### config.mk
export PLATFORM = sky130hd
export DESIGN_NAME = rth_finish
export DESIGN_NICKNAME = d
export VERILOG_FILES = /design/src/rtl/rth_pkg.sv /design/src/rtl/rth_finish.sv
export SDC_FILE = /design/constraint.sdc
export NUM_CORES = 1
export LEC_CHECK = 0
export ABC_CLOCK_PERIOD_IN_PS = 1900
export BUFFER_PORTS_ARGS = -buffer_cell sky130_fd_sc_hd__clkbuf_2
export CORE_UTILIZATION = 30
export DETAILED_ROUTE_END_ITERATION = 8
export PLACE_DENSITY = 0.65
export SLEW_MARGIN = 20
export SYNTH_ARGS = -nofsm -noshare
export SYNTH_HDL_FRONTEND = slang
export SYNTH_SLANG_ARGS = --single-unit
### constraint.sdc
create_clock -name clk -period 1.9 [get_ports clk]
set_input_delay 0.285 -clock clk [delete_from_list [all_inputs] [get_ports clk]]
set_output_delay 0.285 -clock clk [all_outputs]
set_load 0.02 [all_outputs]
### src/rtl/rth_pkg.sv
// rth_pkg: shared types and constants of the rgb to hsi converter
// used by rth_cell, rth_finish and rgb_to_hsi_converter; no dependencies
package rth_pkg;

    localparam int XW          = 30;   // cordic x/y width, signed
    localparam int ZW          = 28;   // cordic angle width, signed q24
    localparam int DW          = 27;   // divider remainder width
    localparam int VW          = 11;   // divisor width (2 * sum)
    localparam int QW          = 17;   // quotient width
    localparam int CORDIC_STEPS = 20;
    localparam int DIV_STEPS    = QW;

    localparam logic [15:0]   HUE_GRAY       = 16'd12868;
    localparam logic [15:0]   HUE_TWO_PI     = 16'd51472;
    localparam logic [15:0]   SAT_ONE        = 16'd65535;
    localparam logic [ZW-1:0] HUE_PI_Q24     = ZW'(52707179);
    localparam logic [ZW-1:0] HUE_HALFPI_Q24 = ZW'(26353589);
    localparam logic [ZW-1:0] ROUND_Q13      = ZW'(1024);
    localparam logic [16:0]   SQRT3_Q16      = 17'd113512;
    localparam logic [21:0]   RECIP6_Q24     = 22'd2796203;

    localparam logic [ZW-1:0] ATAN_Q24 [CORDIC_STEPS] = '{
        ZW'(13176795), ZW'(7778716), ZW'(4110060), ZW'(2086331), ZW'(1047214),
        ZW'(524117),   ZW'(262123),  ZW'(131069),  ZW'(65536),   ZW'(32768),
        ZW'(16384),    ZW'(8192),    ZW'(4096),    ZW'(2048),    ZW'(1024),
        ZW'(512),      ZW'(256),     ZW'(128),     ZW'(64),      ZW'(32)
    };

    typedef struct packed {
        logic signed [XW-1:0] x;
        logic signed [XW-1:0] y;
        logic signed [ZW-1:0] z;
        logic [DW-1:0]        rem;
        logic [VW-1:0]        div;
        logic [QW-1:0]        quo;
        logic [15:0]          intensity;
        logic                 gray;
        logic                 mirror;
        logic                 black;
    } cell_data_t;

endpackage

### src/rtl/rth_finish.sv
// rth_finish: angle clamp and rounding, special cases, output register
// depends on rth_pkg
module rth_finish (
    input  logic                clk,
    input  logic                rst_n,
    input  logic                in_valid,
    output logic                in_ready,
    input  rth_pkg::cell_data_t in_data,
    output logic                out_valid,
    input  logic                out_ready,
    output logic [15:0]         hue,
    output logic [15:0]         saturation,
    output logic [15:0]         intensity
);

    logic        valid_reg;
    logic [15:0] hue_reg;
    logic [15:0] sat_reg;
    logic [15:0] int_reg;
    logic [15:0] hue_next;
    logic [15:0] sat_next;
    logic [rth_pkg::ZW-1:0] zc;
    logic [rth_pkg::ZW-1:0] zr;
    logic [15:0] theta;

    assign in_ready   = !valid_reg || out_ready;
    assign out_valid  = valid_reg;
    assign hue        = hue_reg;
    assign saturation = sat_reg;
    assign intensity  = int_reg;

    always_comb
    begin
        if (in_data.z[rth_pkg::ZW-1])
            zc = '0;
        else if (in_data.z > $signed(rth_pkg::HUE_PI_Q24))
            zc = rth_pkg::HUE_PI_Q24;
        else
            zc = in_data.z;
        zr    = zc + rth_pkg::ROUND_Q13;
        theta = 16'(zr >> 11);
        if (in_data.gray)
            hue_next = rth_pkg::HUE_GRAY;
        else if (in_data.mirror)
            hue_next = rth_pkg::HUE_TWO_PI - theta;
        else
            hue_next = theta;
        if (in_data.black || in_data.quo[rth_pkg::QW-1])
            sat_next = rth_pkg::SAT_ONE;
        else
            sat_next = in_data.quo[15:0];
    end

    always_ff @(posedge clk or negedge rst_n)
    begin
        if (!rst_n)
            valid_reg <= 1'b0;
        else if (in_ready)
            valid_reg <= in_valid;
    end

    always_ff @(posedge clk)
    begin
        if (in_ready && in_valid)
        begin
            hue_reg <= hue_next;
            sat_reg <= sat_next;
            int_reg <= in_data.intensity;
        end
    end

endmodule

==> qor.yml <==
route.detailed.drc: 0
rr_worst_depth: 3
yosysWarnings: 0
final.period_utilization_pct: 171
critPathKind: "primary input to register"
final_nets: 622
endpoint_kind: "register"
crit_start: "in_data[100]"
drtPass1Iterations: 4
cap_violations: 0
peakVddDrop_v: 0.000291
required_ns: 1.95
fin_ws_ns: -1.35
drive_above_1_share_pct: 56.7
antenna_found_initial: 0
synthCells: 259
htree_levels: 2
setup_viol: 16
grt_max_degree: 49
die_y_um: 100
clockRootBuffer: "clkbuf_8"
worstHoldStart: "in_data[11]"
min_period_ns: 3.25
die-area_um2: 10100
syn_avg_cell_area_um2: 11.2
setup_tns_ns: -17.97
grt_pass1_vias: 2753
fin_worst_skew_ns: 0.00795
placed_cell_area_um2: 4250
cp_max_fo: 3
grt_setup_unrepaired: "true"
netlist_area_um2: 2900
final_area_um2: 4600
hold_violations: 0
avgViaCountPerCell: 4.86
num_antenna_cells: 0
slew_viol_final: 0
clock_path_buffers: 2
initial_utilization_pct: 31.1
gp_congestion: 0.904
syn_nets: 427
critPathArrivalTime_ns: 3.30
synth_seq_area_share_pct: 50.5
synth_edf_count: 48
outcome: "finished, violations left"
max_slew_margin_pct: 73.1
start_kind: "primary input"
max_freq_mhz: 308
cts_buffers: 5
drt_iter0_drc: 83
hpwl_mm: 6.25
power.density_nw_per_um2: 598
synth_ff_type: "edfxtp_1"
rr_startpoint: "out_valid$_DFFE_PN0N_"
core-area_um2: 9330
rows: 35
gr-total-overflow: 0
routed_wl_mm: 8.03
cts_tree: "yes"
vias: 2837
worst_pin_slew_ns: 0.402
grt_usage_pct: 15.8
ys_async_sr_fraction_pct: 2.04
p_leak_nw: 1.85
hold_depth: 1
fin_util_pct: 49.3
area_delta_synth_final_pct: 58.3
portBuffers: 117
synth_seq_cells: 49
grt_pass1_wl_mm: 12.7
dp_slack_ns: -1.81
violations: "negative setup slack"
wire_per_inst_um: 13.7
synthDistinctLibCells: 69
hold_class: "primary input to register"
drtAntennaViolNets: 0
clk_pin_slew_ns: 0.09
clk_latency_ns: 0.29
clock_sink_count: 49
io_pins: 216
die_w_um: 100
-- critical path, cell delays in order --
cell      delay (ns)
buf_6           0.09
or4bb_4         0.58
nor4_4          0.30
a31o_2          0.24
nor2_4          0.05
a21o_1          0.18
ha_4            0.17
nand3_4         0.09
buf_6           0.12
xnor2_2         0.11
o211ai_1        0.13
a21oi_2         0.25
nand2b_4        0.20
o311ai_4        0.10
a211o_1         0.28
o211a_1         0.11
-- synthesized netlist by cell type (all sizes together) (2+ instances only) --
cell / n / share of area, %
nand4: 3 / 0.65
inv: 7 / 0.90
edfxtp: 48 / 50
or2: 2 / 0.43
a21o: 3 / 0.78
ha: 2 / 0.86
nand3: 9 / 1.6
o21ai: 8 / 2.0
nand2: 13 / 1.7
a31oi: 3 / 1.2
o311ai: 3 / 1.5
nor2: 27 / 3.6
o31ai: 3 / 0.95
nor4: 6 / 1.3
a2111o: 2 / 0.78
a211o: 2 / 0.60
nor2b: 2 / 0.43
nand2b: 5 / 1.1
clkinv: 2 / 0.26
or3: 20 / 4.3
buf: 5 / 1.2
or4: 2 / 0.65
a211oi: 6 / 2.3
clkbuf: 5 / 0.65
and2: 2 / 0.43
xor2: 4 / 1.2
xnor2: 12 / 3.9
nor3: 9 / 1.9
a21oi: 12 / 2.2
a31o: 2 / 0.60
a311oi: 2 / 0.60
and3: 2 / 0.47
mux2i: 6 / 2.1
o2111ai: 2 / 0.82
nand4b: 2 / 0.60
-- area by class of cell --
class	count	area [um2]
Clock buffer	6	72.6
Timing Repair Buffer	198	1230
Tap cell	129	161
Clock inverter	2	35.0
Sequential cell	49	1470
Multi-Input combinational cell	191	1590
Fill cell	847	4730
Inverter	9	36.3
-- per-stage QoR --
step | power, W | hold slack [ns] | instances
after floorplan | 0.00169 | -0.0106 | 259
after global placement | 0.00199 | 0.0596 | 564
after detailed placement | 0.00200 | 0.0610 | 564
after CTS | 0.00274 | 0.151 | 580
after global routing | 0.00287 | 0.147 | 584
final | 0.00275 | 0.164 | 584
-- routing by layer --
metal | global-route usage, % | vias to the layer above | routed length (um)
li1 | - | 1390 | -
met1 | 19.0 | 1322 | 3400
met2 | 28.8 | 121 | 3960
met3 | 2.58 | 4 | 595
met4 | 4.35 | 0 | 67
met5 | 0 | - | 0
-- final timing paths --
kind	endpoint	slack (ns)
worst max-delay path	hue[15]$_SDFFCE_PP0P_	-1.35
min in group asynchronous	out_valid$_DFFE_PN0N_	0.30
worst min register to register	out_valid$_DFFE_PN0N_	0.54
worst min-delay path	intensity[8]$_DFFE_PP_	0.16
worst max register to register	hue[1]$_SDFFCE_PP0P_	0.64
max in group asynchronous	out_valid$_DFFE_PN0N_	1.52
-- repair_timing --
action | 4_1_cts | 5_1_grt
buffers inserted | 9 | 5
cloned | 0 | 0
endpoints found under the setup margin | 16 | 16
pin swaps | 13 | 15
resized for setup | 16 | 13
hold endpoints to repair | 1 | 0
hold buffers | 1 | 0
-- placed cells by master, fill, tap and decap left out, types with 3 or more instances in the layout --
cell      Yosys  layout
clkbuf_2      0     116
nor3_1        8       5
a211oi_1      3       3
or3_1        20      20
nand2_1      13      12
nand3_1       9       8
edfxtp_1     48      48
a21oi_1      11       6
inv_1         7       4
nand4_1       3       3
o21ai_0       4       3
nor2_1       26      22
nand2b_1      5       3
nor4_1        6       3
mux2i_1       6       6
a21oi_2       1       6
buf_4         0      75
xnor2_1      11       9
clkbuf_8      0       5
nor2_4        0       4
xor2_1        4       3
a21o_1        3       3
buf_6         2       5
-- logic make-up (layout without fill, tap and decap cells) --
logic type / after synthesis / after routing / synth area share [%]
and+or+nand+nor: 112 / 112 / 21.8
AOI/OAI and AO/OA: 55 / 55 / 16.6
DFF: 49 / 49 / 50.5
buffers and inverters: 19 / 215 / 3.06
xor gates and xnor gates: 16 / 16 / 5.08
muxes: 6 / 6 / 2.07
adders and majority gates: 2 / 2 / 0.862
-- report_power, final --
part / switching [W] / internal, W
Clock: 0.000317 / 0.000391
Combinational: 0.000413 / 0.000352
Sequential: 0.0000149 / 0.00126
Total: 0.000745 / 0.00200
No activity file was read; power rests on OpenSTA's default activity.
