<file path="src/rtl/rth_pkg.sv">
// rth_pkg: shared types and constants of the rgb to hsi converter
// used by rth_cell, rth_finish and rgb_to_hsi_converter; no dependencies
package rth_pkg;

    localparam int XW          = 30;   // cordic x/y width, signed
    localparam int ZW          = 28;   // cordic angle width, signed q24
    localparam int DW          = 27;   // divider remainder width
    localparam int VW          = 11;   // divisor width (2 * sum)
    localparam int QW          = 17;   // quotient width
    localparam int CORDIC_STEPS = 20;
    localparam int DIV_STEPS    = QW;

    localparam logic [15:0]   HUE_GRAY       = 16'd12868;
    localparam logic [15:0]   HUE_TWO_PI     = 16'd51472;
    localparam logic [15:0]   SAT_ONE        = 16'd65535;
    localparam logic [ZW-1:0] HUE_PI_Q24     = ZW'(52707179);
    localparam logic [ZW-1:0] HUE_HALFPI_Q24 = ZW'(26353589);
    localparam logic [ZW-1:0] ROUND_Q13      = ZW'(1024);
    localparam logic [16:0]   SQRT3_Q16      = 17'd113512;
    localparam logic [21:0]   RECIP6_Q24     = 22'd2796203;

    localparam logic [ZW-1:0] ATAN_Q24 [CORDIC_STEPS] = '{
        ZW'(13176795), ZW'(7778716), ZW'(4110060), ZW'(2086331), ZW'(1047214),
        ZW'(524117),   ZW'(262123),  ZW'(131069),  ZW'(65536),   ZW'(32768),
        ZW'(16384),    ZW'(8192),    ZW'(4096),    ZW'(2048),    ZW'(1024),
        ZW'(512),      ZW'(256),     ZW'(128),     ZW'(64),      ZW'(32)
    };

    typedef struct packed {
        logic signed [XW-1:0] x;
        logic signed [XW-1:0] y;
        logic signed [ZW-1:0] z;
        logic [DW-1:0]        rem;
        logic [VW-1:0]        div;
        logic [QW-1:0]        quo;
        logic [15:0]          intensity;
        logic                 gray;
        logic                 mirror;
        logic                 black;
    } cell_data_t;

endpackage

</file>
<file path="src/rtl/rth_cell.sv">
// rth_cell: one pipeline cell, one cordic rotation and, for IDX below DIV_STEPS, one divider bit
// depends on rth_pkg
module rth_cell #(
    parameter int IDX = 0
) (
    input  logic                clk,
    input  logic                rst_n,
    input  logic                in_valid,
    output logic                in_ready,
    input  rth_pkg::cell_data_t in_data,
    output logic                out_valid,
    input  logic                out_ready,
    output rth_pkg::cell_data_t out_data
);

    logic                valid_reg;
    rth_pkg::cell_data_t data_reg;
    rth_pkg::cell_data_t data_next;
    logic signed [rth_pkg::XW-1:0] xs;
    logic signed [rth_pkg::XW-1:0] ys;

    assign in_ready  = !valid_reg || out_ready;
    assign out_valid = valid_reg;
    assign out_data  = data_reg;
    assign xs = in_data.x >>> IDX;
    assign ys = in_data.y >>> IDX;

    generate
        if (IDX < rth_pkg::DIV_STEPS) begin : g_div
            localparam int QB = rth_pkg::QW - 1 - IDX;
            logic [rth_pkg::DW-1:0] dsh;
            assign dsh = rth_pkg::DW'(in_data.div) << QB;
            always_comb
            begin
                data_next = in_data;
                if (!in_data.y[rth_pkg::XW-1])
                begin
                    data_next.x = in_data.x + ys;
                    data_next.y = in_data.y - xs;
                    data_next.z = in_data.z + $signed(rth_pkg::ATAN_Q24[IDX]);
                end
                else
                begin
                    data_next.x = in_data.x - ys;
                    data_next.y = in_data.y + xs;
                    data_next.z = in_data.z - $signed(rth_pkg::ATAN_Q24[IDX]);
                end
                if (in_data.rem >= dsh)
                begin
                    data_next.rem     = in_data.rem - dsh;
                    data_next.quo[QB] = 1'b1;
                end
            end
        end
        else begin : g_nodiv
            always_comb
            begin
                data_next = in_data;
                if (!in_data.y[rth_pkg::XW-1])
                begin
                    data_next.x = in_data.x + ys;
                    data_next.y = in_data.y - xs;
                    data_next.z = in_data.z + $signed(rth_pkg::ATAN_Q24[IDX]);
                end
                else
                begin
                    data_next.x = in_data.x - ys;
                    data_next.y = in_data.y + xs;
                    data_next.z = in_data.z - $signed(rth_pkg::ATAN_Q24[IDX]);
                end
            end
        end
    endgenerate

    always_ff @(posedge clk or negedge rst_n)
    begin
        if (!rst_n)
            valid_reg <= 1'b0;
        else if (in_ready)
            valid_reg <= in_valid;
    end

    always_ff @(posedge clk)
    begin
        if (in_ready && in_valid)
            data_reg <= data_next;
    end

endmodule

</file>
<file path="config.mk">
export PLATFORM = sky130hd
export DESIGN_NAME = rth_cell
export DESIGN_NICKNAME = d
export VERILOG_FILES = /design/src/rtl/rth_pkg.sv /design/src/rtl/rth_cell.sv
export SDC_FILE = /design/constraint.sdc
export NUM_CORES = 1
export LEC_CHECK = 0
export BUFFER_PORTS_ARGS = -buffer_cell sky130_fd_sc_hd__buf_2
export CAP_MARGIN = 0
export CORE_MARGIN = 2
export CORE_UTILIZATION = 55
export CTS_CLUSTER_DIAMETER = 200
export DETAILED_ROUTE_END_ITERATION = 8
export PLACE_DENSITY = 0.91
export SYNTH_ARGS = -nofsm -noshare
export SYNTH_HDL_FRONTEND = slang
export SYNTH_SLANG_ARGS = --single-unit
</file>
<file path="constraint.sdc">
create_clock -name clk -period 7.3 [get_ports clk]
set_input_delay 0.73 -clock clk [delete_from_list [all_inputs] [get_ports clk]]
set_output_delay 0.73 -clock clk [all_outputs]
set_load 0.1 [all_outputs]
</file>
==> run summary <==
For this block, the initial DRC count from the detailed router was 1032. Broken down by cell family, the worst path's largest delay share belongs to compound AO/OA/AOI/OAI gates. Number of buffers created by CTS: 17.

For the initial antenna violation count, the log shows 3. The first-pass GRT wire length was 53000 um. Yosys attributes the largest share of cell area to sky130_fd_sc_hd__edfxtp_1 41%, sky130_fd_sc_hd__ha_1 14%, sky130_fd_sc_hd__xnor2_1 5.4%. For met3 alone, demand over resource in global routing was 5.15%. In this run the count of I/O pins placed on the die edge is 330.

Share of cell area taken by muxes after synthesis: 3.12%. STA classifies the critical path endpoint as a flop. Port buffering added 329 buffers.

The worst setup path is launched from an input pin. The synthesized design contains 162 register bits. Overall power consumption after layout is estimated at 3510 uW.

The region available for standard cell placement spans 0.0212 mm2. By instance count, the leading cell after synthesis is sky130_fd_sc_hd__edfxtp_1. The most used flip-flop cell after synthesis is sky130_fd_sc_hd__edfxtp_1.

For the worst-skew pair, the clock arrives at the later sink with an insertion delay of 0.43 ns. The run gives 0 ns as the setup TNS after final layout. Setup violations remaining at the end of the flow were counted as 0. The worst register-to-register path begins at out_valid. Row generation in the floorplan step produced 53 rows. When the netlist entered floorplanning its net count stood at 1483.

The met1 track demand over resource was 37.2%; the overall fraction of global-route tracks in use was 30.0%. The total grt overflow is 0, and the wire length per cell after detailed routing is 19.8 um. The highest clock frequency the design can meet came out at 0.234 GHz. Counting instances in the post-synthesis netlist gives the leading cell types as 161 x sky130_fd_sc_hd__edfxtp_1, 133 x sky130_fd_sc_hd__ha_1, 125 x sky130_fd_sc_hd__a21oi_1. Data on the critical path is required at its endpoint by 7.48 ns. The pin count of the biggest net entering global routing is 82. Clock tree synthesis found a total of 162 sinks. In the synthesized netlist, the number of instances is 1179. Counting flops with a built-in enable in the synthesized netlist gives 161. The post-detailed-placement half-perimeter wirelength is 27300 um, and the sequential fraction of the synthesis area is 40.8%. The biggest area contributor in the post-synthesis netlist is sky130_fd_sc_hd__edfxtp_1. In this run the worst setup path begins at in_data[131]. Post-route DRC violation count: 0. The largest single stage delay on the critical path is 0.59 ns. met2 is the most crowded layer.

The smallest setup slack after layout is 3.03 ns. The count of cell types in the netlist is 83, and the number of nets in the layout is 1792. The worst setup slack after placement was 2.71 ns.

The flow ran to the end, and the final reports show no timing, DRC or antenna violations. Once the clock tree was built, the setup fixing pass inserted 0 buffers. In the final layout, the share of cells above drive strength 1 is 26.9%. The worst path in the final design needs a cycle of 4.27 ns, including I/O delays and setup.

The tools report the final antenna-violating net count as 0. After Yosys synthesis, and, or, nand and nor cells account for 10.6% of the synthesized area. The tools report the clock tree root driver cell as sky130_fd_sc_hd__clkbuf_16.

The count of endpoints failing hold in the final timing report is 0. The tools report the first-pass iteration count of the detailed router as 6. For the count of synthesis-stage warnings from yosys, the log shows 0. No sink is reached through more buffers than the 2 on the longest clock path. For this configuration, the core starts out at a cell density of 56.3%. The signal on the critical path passes through buf_2 > buf_4 > inv_2 > buf_4 > ha_1 > a21o_1 > a21oi_1 > o211ai_1 > a211oi_2 > o22a_1 > nor3_1 > or3_1 > a21oi_1 > xnor2_1.

For the final database, setup skew stands at 0.0128 ns. The post-synthesis to final-layout area growth works out to 20.3%. The fraction of registers with async set/reset came out at 0.617%.

For the pin with the worst max-slew slack, the measured transition is 1.09 ns. The post-cts repair resize count was 0. For this run, global-route usage on met2 was measured as 50.5%. The number of H-tree branching levels came out at 4.

Max-slew violation count: 0. Of the post-synthesis cell area, the dominant cell type holds 40.6%. In the finished design, the share of the clock period the worst path needs comes to 58.5%. Dividing total power by cell area gives a power density of 245 mW/mm2. The floorplan step defined a die boundary enclosing 0.0228 mm2. The worst-path cell with the longest stage delay is sky130_fd_sc_hd__buf_4. The count of buffer and inverter cells on the critical path is 4. For the data arrival at the endpoint of the critical path, the log shows 4.45 ns. After synthesis the cells add up to 0.0119 mm2.

Clock-pin slew on the worst setup and hold paths: 0.07 ns. The detailed router placed 10600 vias in this run. Die boundary width: 151 um.

Of the total synthesized cell area, the portion taken by XOR and XNOR cells is 6.32%. After clock tree synthesis, the flow added hold-fix buffers numbering 0. Count of maximum capacitance violations: 0. The fraction of the mapped netlist area in adder cells came out at 14.8%. The leakage dissipation came out at 0.00642 uW.

TritonCTS built the clock tree. The final RePlAce weighted congestion was 0.984; the vertical die dimension was 151 um. The via count of the first global-routing pass is 10200, and the largest voltage drop on the vdd net is 0.000130 V.

The start-to-end type of the worst setup path is input pin to flop. The tightest slew margin relative to the limit was 27.3%. The routed wire length came out at 35200 um.

Combinational family with the most area after synthesis: compound AO/OA/AOI/OAI gates. Setup repair after global routing left no endpoint under its margin. The post-synthesis compound-gate area fraction came out at 19.1%. The type of the most critical hold path was input pin to async pin.

The average instance area after synthesis is 10.1 um2. In this run the worst path has a maximum fanout of 66. The routed via count divided by cell count is 5.96.
-- metal layers --
metal  wire length (um)  up-vias
met5                  0        -
met1              13400     4927
li1                   -     4905
met2              17200      634
met3               2830      128
met4               1830        0
-- worst paths after layout --
check | endpoint | slack, ns | cells after the start
max in group asynchronous | out_valid | 7.16 | 1
min | out_valid | 0.06 | 1
min in group clk | out_data[4] | 0.47 | 1
min reg2reg | out_valid | 0.56 | 2
max | out_data[99] | 3.03 | 14
max reg2reg | out_data[37] | 4.50 | 3
-- stage by stage --
step / instances / util, % / hold WS (ns) / area [um2]
floorplan: 1179 / - / 0.434 / 11900
global placement: 1744 / 64.9 / 0.505 / 13700
detailed placement: 1744 / 64.9 / 0.506 / 13700
global route: 1778 / 67.7 / 0.0396 / 14300
CTS: 1776 / 67.7 / 0.0483 / 14300
finish: 1778 / 67.7 / 0.0557 / 14300
-- layout by cell type, fill, tap and decap left out, types with 20 or more instances in the layout --
| cell | netlist | final |
|---|---|---|
| sky130_fd_sc_hd__inv_1 | 107 | 107 |
| sky130_fd_sc_hd__nor2_1 | 75 | 75 |
| sky130_fd_sc_hd__a21oi_1 | 125 | 125 |
| sky130_fd_sc_hd__o21ai_0 | 56 | 56 |
| sky130_fd_sc_hd__xnor2_1 | 73 | 73 |
| sky130_fd_sc_hd__nand2_1 | 55 | 55 |
| sky130_fd_sc_hd__mux2i_1 | 27 | 27 |
| sky130_fd_sc_hd__a21o_1 | 28 | 28 |
| sky130_fd_sc_hd__nand3_1 | 20 | 20 |
| sky130_fd_sc_hd__ha_1 | 133 | 133 |
| sky130_fd_sc_hd__buf_2 | 13 | 329 |
| sky130_fd_sc_hd__edfxtp_1 | 161 | 161 |
-- area by class of cell --
cell class | count | area (um2)
inverters | 113 | 425
multi-input cells | 862 | 6430
well taps | 275 | 344
fillers | 1623 | 6820
diodes | 2 | 5.00
flip-flops and latches | 162 | 4860
clock inverters | 15 | 171
clock buffers | 17 | 425
repair buffers | 332 | 1670
-- flip-flops by register name, summed over array words and instances, names as in the netlist --
signal     cells
out_data     161
out_valid      1
-- logic make-up after synthesis --
family,count (synthesis)
simple gates,253
fa+ha+maj,138
xor+xnor,86
buf+inv,155
mux,36
compound gates,349
flops,162
-- power by group --
part / internal, uW / switching (uW) / total, uW
Clock: 489 / 433 / 922
Sequential: 1150 / 24.1 / 1170
Combinational: 338 / 1070 / 1410
No activity file was read; power rests on OpenSTA's default activity.
